<file path="src/rtl/puc_pkg.sv">
// Shared types, constants and character helpers for the percent URL codec.
// No dependencies; imported by every module of the codec.
`default_nettype none

package puc_pkg;

   localparam int POS_W     = 16;  // position counter; error offset is the same width
   localparam int OFF_W     = 16;
   localparam int QDEPTH    = 4;
   localparam int QPTR_W    = $clog2(QDEPTH);
   localparam int QCNT_W    = QPTR_W + 1;

   localparam logic [1:0] ERR_RESERVED  = 2'd0;
   localparam logic [1:0] ERR_NON_ASCII = 2'd1;
   localparam logic [1:0] ERR_BAD_HEX   = 2'd2;
   localparam logic [1:0] ERR_TRUNCATED = 2'd3;

   localparam logic [1:0] PH_IDLE = 2'd0;
   localparam logic [1:0] PH_HIGH = 2'd1;
   localparam logic [1:0] PH_LOW  = 2'd2;

   localparam logic REG_DIRECTION = 1'b0;
   localparam logic REG_USE_PLUS  = 1'b1;

   localparam logic [7:0] CH_SPACE   = 8'h20;
   localparam logic [7:0] CH_PLUS    = 8'h2B;
   localparam logic [7:0] CH_PERCENT = 8'h25;

   typedef struct packed {
      logic direction;
      logic use_plus;
   } cfg_type;

   // One queued job: a single byte, a three-beat escape or an error report.
   typedef struct packed {
      logic             esc;
      logic [7:0]       data;
      logic             is_error;
      logic [1:0]       kind;
      logic [OFF_W-1:0] offset;
   } job_type;

   function automatic logic is_reserved(input logic [7:0] c);
      logic r;
      case (c)
         8'h3A, 8'h2F, 8'h3F, 8'h23, 8'h5B, 8'h5D, 8'h40, 8'h21, 8'h24, 8'h26,
         8'h27, 8'h28, 8'h29, 8'h2A, 8'h2B, 8'h2C, 8'h3B, 8'h3D, 8'h25: r = 1'b1;
         default: r = 1'b0;
      endcase
      return r;
   endfunction

   // {valid, value}
   function automatic logic [4:0] hex_value(input logic [7:0] c);
      logic [4:0] r;
      if (c >= 8'h30 && c <= 8'h39)      r = {1'b1, c[3:0]};
      else if (c >= 8'h41 && c <= 8'h46) r = {1'b1, 4'(c[3:0] + 4'd9)};
      else if (c >= 8'h61 && c <= 8'h66) r = {1'b1, 4'(c[3:0] + 4'd9)};
      else                               r = 5'd0;
      return r;
   endfunction

   function automatic logic [7:0] hex_digit(input logic [3:0] v);
      logic [7:0] r;
      if (v < 4'd10) r = 8'h30 + {4'd0, v};
      else           r = 8'h37 + {4'd0, v};
      return r;
   endfunction

endpackage

`default_nettype wire

</file>
<file path="src/rtl/puc_front.sv">
// Front end: takes input beats, tracks escape and position state, classifies
// each character into a queued job. Depends on puc_pkg.
`default_nettype none

module puc_front
   import puc_pkg::*;
(
   input  wire logic       clock,
   input  wire logic       reset,
   input  wire logic       accept,
   input  wire logic [7:0] in_char,
   input  wire logic       last_in,
   input  wire cfg_type    cfg,
   output logic            push,
   output job_type         job
);

   logic [1:0]       phase_ff, phase_in;
   logic [3:0]       high_ff, high_in;
   logic [POS_W-1:0] pos_ff, pos_in;
   logic             halted_ff, halted_in;
   logic [4:0]       hv;
   logic             gen;

   always_comb begin
      phase_in  = phase_ff;
      high_in   = high_ff;
      pos_in    = pos_ff;
      halted_in = halted_ff;
      gen       = 1'b0;
      job       = '0;
      hv        = hex_value(in_char);

      if (!halted_ff) begin
         if (!cfg.direction) begin
            gen = 1'b1;
            if (in_char == CH_SPACE && cfg.use_plus) begin
               job.data = CH_PLUS;
            end else if (in_char == CH_SPACE || is_reserved(in_char) || in_char[7]) begin
               job.esc  = 1'b1;
               job.data = in_char;
            end else begin
               job.data = in_char;
            end
         end else begin
            case (phase_ff)
               PH_HIGH: begin
                  gen = 1'b1;
                  if (last_in) begin
                     job.is_error = 1'b1;
                     job.kind     = ERR_TRUNCATED;
                  end else if (!hv[4]) begin
                     job.is_error = 1'b1;
                     job.kind     = ERR_BAD_HEX;
                  end else begin
                     gen      = 1'b0;
                     high_in  = hv[3:0];
                     phase_in = PH_LOW;
                  end
               end
               PH_LOW: begin
                  gen = 1'b1;
                  if (!hv[4]) begin
                     job.is_error = 1'b1;
                     job.kind     = ERR_BAD_HEX;
                  end else begin
                     phase_in = PH_IDLE;
                     job.data = {high_ff, hv[3:0]};
                  end
               end
               default: begin
                  gen = 1'b1;
                  if (in_char == CH_PLUS) begin
                     job.data = CH_SPACE;
                  end else if (in_char == CH_PERCENT) begin
                     if (last_in) begin
                        job.is_error = 1'b1;
                        job.kind     = ERR_TRUNCATED;
                     end else begin
                        gen      = 1'b0;
                        phase_in = PH_HIGH;
                     end
                  end else if (in_char == CH_SPACE || is_reserved(in_char)) begin
                     job.is_error = 1'b1;
                     job.kind     = ERR_RESERVED;
                  end else if (in_char[7]) begin
                     job.is_error = 1'b1;
                     job.kind     = ERR_NON_ASCII;
                  end else begin
                     job.data = in_char;
                  end
               end
            endcase
         end
      end

      if (job.is_error) begin
         job.offset = pos_ff;
         halted_in  = 1'b1;
      end

      if (last_in) begin
         phase_in  = PH_IDLE;
         high_in   = '0;
         pos_in    = '0;
         halted_in = 1'b0;
      end else if (pos_ff != '1) begin
         pos_in = pos_ff + 1'b1;
      end

      push = accept && gen;
   end

   always_ff @(posedge clock) begin
      if (reset) begin
         phase_ff  <= PH_IDLE;
         high_ff   <= '0;
         pos_ff    <= '0;
         halted_ff <= 1'b0;
      end else if (accept) begin
         phase_ff  <= phase_in;
         high_ff   <= high_in;
         pos_ff    <= pos_in;
         halted_ff <= halted_in;
      end
   end

endmodule

`default_nettype wire

</file>
<file path="src/rtl/puc_queue.sv">
// Short job queue between front and back ends, flip-flop storage, head read
// straight from the entry at the read pointer. Depends on puc_pkg.
`default_nettype none

module puc_queue
   import puc_pkg::*;
(
   input  wire logic    clock,
   input  wire logic    reset,
   input  wire logic    push,
   input  wire job_type push_job,
   input  wire logic    pop,
   output logic         full,
   output logic         head_valid,
   output job_type      head_job
);

   job_type           entry_ff [QDEPTH];
   logic [QPTR_W-1:0] wr_ff, rd_ff;
   logic [QCNT_W-1:0] cnt_ff, cnt_in;

   assign full       = (cnt_ff == QCNT_W'(QDEPTH));
   assign head_valid = (cnt_ff != '0);
   assign head_job   = entry_ff[rd_ff];

   always_comb begin
      cnt_in = cnt_ff;
      if (push && !pop)      cnt_in = cnt_ff + 1'b1;
      else if (!push && pop) cnt_in = cnt_ff - 1'b1;
   end

   always_ff @(posedge clock) begin
      if (reset) begin
         wr_ff  <= '0;
         rd_ff  <= '0;
         cnt_ff <= '0;
      end else begin
         cnt_ff <= cnt_in;
         if (push) wr_ff <= wr_ff + 1'b1;
         if (pop)  rd_ff <= rd_ff + 1'b1;
      end
      if (push) entry_ff[wr_ff] <= push_job;
   end

endmodule

`default_nettype wire

</file>
<file path="src/rtl/puc_back.sv">
// Back end: expands the head job into one or three result beats and holds
// them in the output register. Depends on puc_pkg.
`default_nettype none

module puc_back
   import puc_pkg::*;
(
   input  wire logic             clock,
   input  wire logic             reset,
   input  wire logic             head_valid,
   input  wire job_type          head_job,
   output logic                  pop,
   output logic                  rsp_tvalid,
   input  wire logic             rsp_tready,
   output logic [7:0]            out_char,
   output logic                  is_error,
   output logic [1:0]            error_kind,
   output logic [OFF_W-1:0]      error_offset,
   output logic                  last_out
);

   logic             valid_ff, valid_in;
   logic [1:0]       beat_ff, beat_in;
   logic [7:0]       char_ff, char_in;
   logic             err_ff;
   logic [1:0]       kind_ff;
   logic [OFF_W-1:0] off_ff;
   logic             last_ff, last_in;
   logic             load;

   always_comb begin
      load     = !valid_ff || rsp_tready;
      valid_in = valid_ff && !rsp_tready;
      beat_in  = beat_ff;
      pop      = 1'b0;
      last_in  = 1'b0;
      char_in  = head_job.data;
      if (head_job.esc) begin
         case (beat_ff)
            2'd0:    char_in = CH_PERCENT;
            2'd1:    char_in = hex_digit(head_job.data[7:4]);
            default: char_in = hex_digit(head_job.data[3:0]);
         endcase
         last_in = (beat_ff == 2'd2);
      end else begin
         last_in = 1'b1;
      end
      if (load && head_valid) begin
         valid_in = 1'b1;
         if (last_in) begin
            pop     = 1'b1;
            beat_in = '0;
         end else begin
            beat_in = beat_ff + 1'b1;
         end
      end
   end

   always_ff @(posedge clock) begin
      if (reset) begin
         valid_ff <= 1'b0;
         beat_ff  <= '0;
      end else begin
         valid_ff <= valid_in;
         beat_ff  <= beat_in;
      end
      if (load && head_valid) begin
         char_ff <= char_in;
         err_ff  <= head_job.is_error;
         kind_ff <= head_job.kind;
         off_ff  <= head_job.offset;
         last_ff <= last_in;
      end
   end

   assign rsp_tvalid   = valid_ff;
   assign out_char     = char_ff;
   assign is_error     = err_ff;
   assign error_kind   = kind_ff;
   assign error_offset = off_ff;
   assign last_out     = last_ff;

endmodule

`default_nettype wire

</file>
<file path="src/rtl/percent_url_codec.sv">
// Top level of the streaming percent URL codec: register port, front end,
// job queue and back end. Depends on puc_pkg, puc_front, puc_queue, puc_back.
//
//   port group | role           | beat contents
//   req_*      | input stream   | tdata: in_char; tlast: last_in
//   rsp_*      | result stream  | tdata: out_char, error_offset; tuser: is_error,
//              |                |   error_kind; tlast: last_out
//   csr_*      | register port  | 0x0 direction, 0x4 use_plus
//
// One input beat per cycle while the queue has room; an encoded escape takes
// three result beats, so the input stalls on runs of escapes once the
// four-entry queue fills. Results leave the output register one beat per
// cycle while rsp_tready is high. Synchronous reset clears state and queue;
// no clearing pass. Either side may stall freely.
`default_nettype none

module percent_url_codec
   import puc_pkg::*;
(
   input  wire logic        clock,
   input  wire logic        reset,
   input  wire logic        req_tvalid,
   output logic             req_tready,
   input  wire logic [7:0]  req_tdata,   // [7:0] in_char
   input  wire logic        req_tlast,
   output logic             rsp_tvalid,
   input  wire logic        rsp_tready,
   output logic [23:0]      rsp_tdata,   // [7:0] out_char, [23:8] error_offset
   output logic [2:0]       rsp_tuser,   // [0] is_error, [2:1] error_kind
   output logic             rsp_tlast,
   input  wire logic        csr_psel,
   input  wire logic        csr_penable,
   input  wire logic        csr_pwrite,
   input  wire logic [2:0]  csr_paddr,
   input  wire logic [31:0] csr_pwdata,
   output logic [31:0]      csr_prdata,
   output logic             csr_pready
);

   logic             direction_ff, use_plus_ff;
   cfg_type          cfg;
   logic             accept, push, pop, full, head_valid;
   job_type          job, head_job;
   logic [7:0]       out_char;
   logic             is_error, last_out;
   logic [1:0]       error_kind;
   logic [OFF_W-1:0] error_offset;
   logic             wr_en;

   assign csr_pready = 1'b1;
   assign wr_en      = csr_psel && csr_penable && csr_pwrite && csr_pready;

   always_ff @(posedge clock) begin
      if (reset) begin
         direction_ff <= 1'b0;
         use_plus_ff  <= 1'b1;
      end else if (wr_en) begin
         unique case (csr_paddr[2])
            REG_DIRECTION: direction_ff <= csr_pwdata[0];
            REG_USE_PLUS:  use_plus_ff  <= csr_pwdata[0];
            default:       ;
         endcase
      end
   end

   always_comb begin
      unique case (csr_paddr[2])
         REG_DIRECTION: csr_prdata = {31'd0, direction_ff};
         REG_USE_PLUS:  csr_prdata = {31'd0, use_plus_ff};
         default:       csr_prdata = '0;
      endcase
   end

   assign cfg.direction = direction_ff;
   assign cfg.use_plus  = use_plus_ff;

   assign req_tready = !full;
   assign accept     = req_tvalid && req_tready;

   puc_front u_front (
      .clock   (clock),
      .reset   (reset),
      .accept  (accept),
      .in_char (req_tdata),
      .last_in (req_tlast),
      .cfg     (cfg),
      .push    (push),
      .job     (job)
   );

   puc_queue u_queue (
      .clock      (clock),
      .reset      (reset),
      .push       (push),
      .push_job   (job),
      .pop        (pop),
      .full       (full),
      .head_valid (head_valid),
      .head_job   (head_job)
   );

   puc_back u_back (
      .clock        (clock),
      .reset        (reset),
      .head_valid   (head_valid),
      .head_job     (head_job),
      .pop          (pop),
      .rsp_tvalid   (rsp_tvalid),
      .rsp_tready   (rsp_tready),
      .out_char     (out_char),
      .is_error     (is_error),
      .error_kind   (error_kind),
      .error_offset (error_offset),
      .last_out     (last_out)
   );

   assign rsp_tdata = {error_offset, out_char};
   assign rsp_tuser = {error_kind, is_error};
   assign rsp_tlast = last_out;

endmodule

`default_nettype wire
</file>
<file path="config.mk">
export PLATFORM = sky130hd
export DESIGN_NAME = percent_url_codec
export DESIGN_NICKNAME = d
export VERILOG_FILES = /design/src/rtl/puc_pkg.sv /design/src/rtl/puc_front.sv /design/src/rtl/puc_queue.sv /design/src/rtl/puc_back.sv /design/src/rtl/percent_url_codec.sv
export SDC_FILE = /design/constraint.sdc
export NUM_CORES = 1
export LEC_CHECK = 0
export ABC_AREA = 1
export BUFFER_PORTS_ARGS = -buffer_cell sky130_fd_sc_hd__buf_4
export CAP_MARGIN = 40
export CORE_ASPECT_RATIO = 1.2
export CORE_UTILIZATION = 44
export DETAILED_ROUTE_END_ITERATION = 6
export MAX_ROUTING_LAYER = met4
export PLACE_DENSITY_LB_ADDON = 0.25
export SETUP_SLACK_MARGIN = 0.3
export SLEW_MARGIN = 20
export SYNTH_ARGS = -nofsm -noshare
export SYNTH_HDL_FRONTEND = slang
export SYNTH_HIERARCHICAL = 1
export SYNTH_SLANG_ARGS = --single-unit
</file>
<file path="constraint.sdc">
create_clock -name clock -period 2.6 [get_ports clock]
set_input_delay 0.13 -clock clock [delete_from_list [all_inputs] [get_ports clock]]
set_output_delay 0.13 -clock clock [all_outputs]
set_load 0.005 [all_outputs]
</file>
==> results.json, run 1 <==
{
  "synth_cell_type_count": 43,
  "htree_levels": 4,
  "cts_made_buffers": 17,
  "slew_headroom": 0.669,
  "drt_iter0_drc": 420,
  "synth_common_cells": "edfxtp_1, nor2_1, nand2_1",
  "fin_skew_ps": 6.26,
  "synth-seq-area-share": 0.592,
  "rows": 54,
  "clockRootBuffer": "clkbuf_16",
  "worstPathArrival_ps": 2630,
  "async_flop_share": 0,
  "grt_pass1_wl_mm": 27.5,
  "syn_to_final_growth_pct": 17.0,
  "drc": 0,
  "cp-endpoint": "u_queue/cnt_ff[2]",
  "rr_startpoint": "u_front/phase_ff[0]",
  "period_needed_ps": 2300,
  "rsz0062_at_grt": "yes",
  "period_share": 0.885,
  "avgSynthCellArea_sq_um": 9.83,
  "initial_core_util": 0.455,
  "clk_latency_ps": 430,
  "reg2reg_depth": 15,
  "rr_endpoint": "u_queue/cnt_ff[2]",
  "dieArea_sq_um": 19600,
  "cp_data_required_time_ps": 2920,
  "yosysWarningCount": 6,
  "synth.area.top_cells": "edfxtp_1, dfxtp_1, nor2_1",
  "antenna_cells": 0,
  "max-cap-violations": 0,
  "postRouteAntennaNets": 0,
  "drt_pass1_iterations": 4,
  "coreArea_sq_um": 18400,
  "rrSetupSlack_ps": 300,
  "postSynthCellCount": 850,
  "place.gp.congestion": 0.880,
  "grt_pass1_vias": 5607,
  "die_w_um": 128,
  "holdCritPathClass": "input port to flop",
  "p_leak_nw": 3.75,
  "design_area_sq_um": 9780,
  "final_layout_size_suffix_gt1_frac": 0.181,
  "yosysMostFrequentCell": "edfxtp_1",
  "setup_violations": 0,
  "netlist_area_sq_um": 8360,
  "worstMarginPinSlew_ps": 494,
  "grt_overflow": 0,
  "irDropWorstVdd_mv": 0.500,
  "die_h_um": 153,
  "clockBufferDepth": 2,
  "hold_viol": 0,
  "critPathKind": "flop to flop",
  "power_density_nw_per_um2": 941,
  "clk_pin_slew_ps": 70,
  "nFillCells": 1669,
  "nets": 993,
  "finalSetupTns_ps": 0,
  "cp-startpoint": "u_front/phase_ff[0]",
  "slew_viol_final": 0,
  "fmax_mhz": 435,
  "status": "finished clean",
  "whs_ps": 26.6,
  "drt_wl_total_mm": 16.7,
  "post-synth-top-area-cell": "edfxtp_1",
  "start_kind": "flop",
  "dp_hpwl_mm": 11.0,
  "synth_edf_count": 140,
  "tritoncts": "yes",
  "io_buffers": 48,
  "vias": 5914,
  "cts.sinks": 177,
  "grt_max_degree": 49,
  "synth-seq-cells": 177,
  "path_max_fanout": 5,
  "cp-end-kind": "flop",
  "avgRoutedWirePerCell_um": 14.1,
  "synthFlopType": "edfxtp_1",
  "place_area_sq_um": 9020,
  "via_per_inst": 4.99,
  "io-pin-count": 114,
  "antenna_found_initial": 0,
  "synth.top_cell.area_share": 0.503,
  "grtUsageTotal": 0.188
}
-- flip-flops by register name (all words and copies together), names as in the netlist, named ones only --
register             cells
direction_ff             1
u_back/beat_ff           2
u_back/error_kind        2
u_back/error_offset     16
u_back/is_error          1
u_back/last_out          1
u_back/out_char          8
u_back/rsp_tvalid        1
u_front/halted_ff        1
u_front/high_ff          4
u_front/phase_ff         2
u_front/pos_ff          16
u_queue/cnt_ff           3
u_queue/entry_ff       112
u_queue/rd_ff            2
u_queue/wr_ff            2
use_plus_ff              1
-- routing by layer --
metal	GRT usage	share of wire	wire, um	vias up
met2	0.314	0.51	8600	133
li1	-	-	-	2980
met5	-	0	0	-
met3	0.0354	0.037	626	23
met4	0.0683	0.015	258	0
met1	0.225	0.43	7270	2778
-- how the worst min path moves through the flow --
stage | startpoint | endpoint | cells past startpoint
floorplan | reset | u_back/beat_ff[0] | 1
global placement | csr_pwdata[0] | use_plus_ff | 3
detailed placement | csr_pwdata[0] | use_plus_ff | 3
CTS | reset | u_back/beat_ff[0] | 2
global route | reset | u_back/beat_ff[1] | 2
finish | reset | u_back/beat_ff[1] | 2
-- metrics by stage --
stage,instances,utilization,setup slack [ps],total power (W)
after floorplan,880,-,167,0.00569
after global placement,1149,0.491,75.0,0.00652
after detailed placement,1149,0.491,22.8,0.00658
after CTS,1185,0.529,297,0.00923
after global routing,1186,0.532,194,0.00978
final,1186,0.532,299,0.00920
-- logic make-up (layout without fill, tap and decap cells) --
| group | count (synthesis) | after routing | synth area share |
|---|---|---|---|
| simple gates | 306 | 306 | 0.159 |
| compound gates | 180 | 180 | 0.118 |
| flops | 177 | 177 | 0.592 |
| buf+inv | 162 | 216 | 0.0969 |
| fa+ha+maj | 20 | 20 | 0.0308 |
| xor+xnor | 3 | 3 | 0.00314 |
| other cells | 2 | 32 | 0.000899 |
-- cell type report --
| class | instances | area [sq um] | share of cell area |
|---|---|---|---|
| clock inverters | 14 | 188 | 0.0192 |
| flip-flops and latches | 177 | 4950 | 0.507 |
| clock buffers | 17 | 425 | 0.0435 |
| multi-input cells | 541 | 2800 | 0.287 |
| repair buffers | 82 | 683 | 0.0699 |
| inverters | 103 | 410 | 0.0420 |
| well taps | 252 | 315 | 0.0323 |
-- where the power goes --
| part | switching [W] | total [W] | internal, W |
|---|---|---|---|
| Combinational | 0.00169 | 0.00272 | 0.00103 |
| Sequential | 0.000152 | 0.00385 | 0.00370 |
| Clock | 0.00103 | 0.00263 | 0.00160 |
| Total | 0.00287 | 0.00920 | 0.00633 |
-- what timing repair did --
action	CTS	global route
hold buffers	4	0
gates resized for setup	10	21
buffers inserted	1	1
endpoints found under the setup margin	31	7
hold endpoints to repair	2	0
pin swaps	2	11
-- layout by cell type (no fill, tap or decap), types with 3 or more instances in the layout --
cell / Yosys / final
dfxtp_2: 0 / 3
nor2_1: 119 / 116
inv_2: 5 / 9
edfxtp_1: 140 / 140
nor3_1: 15 / 14
o22ai_1: 30 / 27
nand4_1: 9 / 9
xor2_1: 3 / 3
clkinv_2: 1 / 4
ha_1: 19 / 16
a21oi_1: 44 / 43
nand3_1: 33 / 32
o21ai_0: 73 / 68
o21ai_1: 15 / 20
dlygate4sd3_1: 0 / 4
nand2_1: 105 / 103
bufinv_16: 0 / 4
buf_4: 34 / 73
clkbuf_16: 0 / 17
nor2_4: 2 / 3
dfxtp_1: 37 / 33
nor2_2: 12 / 14
o22ai_2: 0 / 3
clkinvlp_4: 0 / 7
inv_1: 94 / 85
a31oi_1: 6 / 6
a211oi_1: 5 / 4
buf_12: 0 / 4
nand2_2: 5 / 7
conb_1: 2 / 32
clkinv_1: 2 / 3
-- critical path, stage by stage, from the launching register on --
cell	delay (ps)
dfxtp_2	340
inv_2	40
ha_4	290
inv_2	60
nor2_4	90
nor3_2	50
a211oi_2	310
ha_2	260
inv_2	50
fa_2	380
inv_2	60
nand2_2	50
nand3_2	60
nand2_1	50
inv_1	50
nor2_1	30
No activity file was read; power rests on OpenSTA's default activity.
==> run 2, diff against run 1 <==
--- a/config.mk
+++ b/config.mk
@@ -5,10 +5,10 @@
 export SDC_FILE = /design/constraint.sdc
 export NUM_CORES = 1
 export LEC_CHECK = 0
-export ABC_AREA = 1
 export BUFFER_PORTS_ARGS = -buffer_cell sky130_fd_sc_hd__buf_4
 export CAP_MARGIN = 40
 export CORE_ASPECT_RATIO = 1.2
+export CORE_MARGIN = 4
 export CORE_UTILIZATION = 44
 export DETAILED_ROUTE_END_ITERATION = 6
 export MAX_ROUTING_LAYER = met4
==> run 2 against run 1 <==
- fmax fell by 5.1%
- register-to-register slack got worse by 120 ps
- worst hold slack improved by 2.1 ps
- via count fell by 10%
- synthesized cell count fell by 26%
- first-iteration DRC count fell by 45%
- core utilization rose by 0.35 points
- worst setup slack got worse by 120 ps
- largest cell class unchanged
==> results.json, run 2 <==
{
  "status": "finished clean",
  "start_kind": "flop",
  "dp_cells": 959,
  "dieArea_sq_um": 21700,
  "fmax_mhz": 412,
  "nFillCells": 1567,
  "path_max_fanout": 3,
  "p_leak_nw": 3.60,
  "postRouteAntennaNets": 0,
  "grt_max_degree": 31,
  "fin_skew_ps": 9.43,
  "drt_pass1_iterations": 4,
  "dp_slack_ps": -207,
  "nets": 806,
  "synth_cell_type_count": 83,
  "cp-end-kind": "flop",
  "io_buffers": 48,
  "power_density_nw_per_um2": 823,
  "final_layout_size_suffix_gt1_frac": 0.305,
  "regMostFlops": "u_queue/entry_ff",
  "drc": 0,
  "final_common_cell": "edfxtp_1",
  "clk_latency_ps": 420,
  "rows": 55,
  "syn_to_final_growth_pct": 18.9,
  "worstPathArrival_ps": 2780,
  "clk_pin_slew_ps": 70,
  "synth.top_cell.area_share": 0.493,
  "design_area_sq_um": 10100,
  "finalPower_w": 0.00834,
  "period_share": 0.933,
  "antenna_cells": 0,
  "antenna_found_initial": 0,
  "instances_no_fill": 1004,
  "synth_common_cells": "edfxtp_1, nor2_1, nand2_1",
  "hold_viol": 0,
  "post-route-worst-setup-slack_ps": 175,
  "drt_wl_total_mm": 17.7,
  "dp_hpwl_mm": 12.1,
  "holdCritPathClass": "input port to flop",
  "synth-seq-area-share": 0.580,
  "drt_iter0_drc": 233,
  "synth-seq-cells": 177,
  "via_per_inst": 5.29,
  "period_needed_ps": 2430,
  "post-synth-top-area-cell": "edfxtp_1",
  "multi_input_area_sq_um": 3190,
  "irDropWorstVdd_mv": 0.421,
  "slew_headroom": 0.557,
  "avgSynthCellArea_sq_um": 13.5,
  "grtUsageTotal": 0.168,
  "max-cap-violations": 0,
  "coreArea_sq_um": 18900,
  "yosysMostFrequentCell": "edfxtp_1",
  "grt_pass1_vias": 5373,
  "vias": 5315,
  "layout_common_cells": "edfxtp_1, buf_4, nor2_1",
  "worstMarginPinSlew_ps": 660,
  "cts.sinks": 177,
  "slew_viol_final": 0,
  "finalSetupTns_ps": 0,
  "htree_levels": 4,
  "cts_made_buffers": 17,
  "avgRoutedWirePerCell_um": 17.6,
  "io-pin-count": 114,
  "synth.area.top_cells": "edfxtp_1, dfxtp_1, mux4_2",
  "initial_core_util": 0.450,
  "place.gp.congestion": 0.918,
  "grt_pass1_wl_mm": 28.0,
  "async_flop_share": 0,
  "die_h_um": 160,
  "die_w_um": 135,
  "clockBufferDepth": 2,
  "critPathKind": "flop to flop",
  "netlist_area_sq_um": 8520,
  "clockRootBuffer": "clkbuf_16",
  "synth_edf_count": 140,
  "place_area_sq_um": 9360,
  "setup_violations": 0,
  "largest_reg_flops": 112,
  "rsz0062_at_grt": "yes",
  "ff_latch_area_sq_um": 4950,
  "cp_data_required_time_ps": 2960,
  "grt_overflow": 0,
  "tritoncts": "yes",
  "yosysWarningCount": 6,
  "postSynthCellCount": 632,
  "synthFlopType": "edfxtp_1"
}
-- run 2: cell types whose count changed in the layout (fill, tap and decap cells not counted), sizes merged, moves of 8 or more --
| cell | previous run | this run |
|---|---|---|
| inv | 97 | 37 |
| nor2 | 133 | 45 |
| mux4 | 0 | 28 |
| nand2b | 0 | 8 |
| nand3 | 35 | 21 |
| a21oi | 45 | 36 |
| xnor2 | 0 | 10 |
| o21ai | 89 | 23 |
| clkinv | 9 | 1 |
| buf | 78 | 107 |
| o22ai | 30 | 2 |
| nand2 | 111 | 41 |
-- run 2: timing repair --
item,CTS,global route
cloned,1,4
hold buffers,3,0
pin swaps,10,9
gates resized for setup,22,11
endpoints found under the setup margin,34,63
endpoints found under the hold margin,4,0
buffers inserted,2,3
-- run 2: report_power, final --
| part | switching (W) | internal (W) | total [W] | leakage (nW) |
|---|---|---|---|---|
| Clock | 0.00107 | 0.00125 | 0.00232 | 0.249 |
| Combinational | 0.00111 | 0.00108 | 0.00219 | 1.74 |
| Sequential | 0.000156 | 0.00367 | 0.00383 | 1.61 |
-- run 2: cells by family after synthesis --
family / Yosys count / share of synthesized area
other: 2 / 0.000882
AND/OR/NAND/NOR: 172 / 0.111
flip-flops: 177 / 0.580
adder cells (fa/ha/maj): 20 / 0.0303
XOR/XNOR: 20 / 0.0206
buffers and inverters: 92 / 0.0689
multiplexers: 37 / 0.0884
AO/OA/AOI/OAI: 112 / 0.0994
-- run 2: final cells by class --
class	count	share of cell area
flip-flops and latches	177	0.488
multi-input cells	394	0.315
repair buffers	113	0.0989
clock buffers	21	0.0435
well taps	256	0.0316
inverters	32	0.0135
clock inverters	11	0.00951
-- run 2: worst max-delay path, cell delays in order (launching register included) --
cell,delay [ps]
dfxtp_2,340
buf_4,120
ha_4,140
inv_2,60
o31ai_4,180
a211oi_2,110
nor3_2,240
ha_2,240
inv_2,40
fa_2,330
xor2_1,150
or3_1,320
a21oi_2,110
-- run 2: final timing paths --
| path | from | end | slack (ps) | cells past startpoint |
|---|---|---|---|---|
| max | u_front/phase_ff[0] | u_queue/cnt_ff[2] | 170 | 12 |
| min | csr_penable | use_plus_ff | 30 | 3 |
| max reg2reg | u_front/phase_ff[0] | u_queue/cnt_ff[2] | 170 | 12 |
| min reg2reg | u_front/high_ff[1] | u_front/high_ff[1] | 470 | 2 |
-- run 2: routing by layer --
| metal | vias to the layer above | track usage | share of wire |
|---|---|---|---|
| li1 | 2521 | - | - |
| met2 | 129 | 0.289 | 0.53 |
| met5 | - | - | 0 |
| met3 | 13 | 0.0251 | 0.041 |
| met1 | 2652 | 0.201 | 0.42 |
| met4 | 0 | 0.0577 | 0.015 |
-- run 2: through the flow --
step	util	hold WS [ps]
CTS	0.528	15.9
global placement	0.494	391
detailed placement	0.494	423
global route	0.535	51.6
finish	0.535	28.7
floorplan	-	199
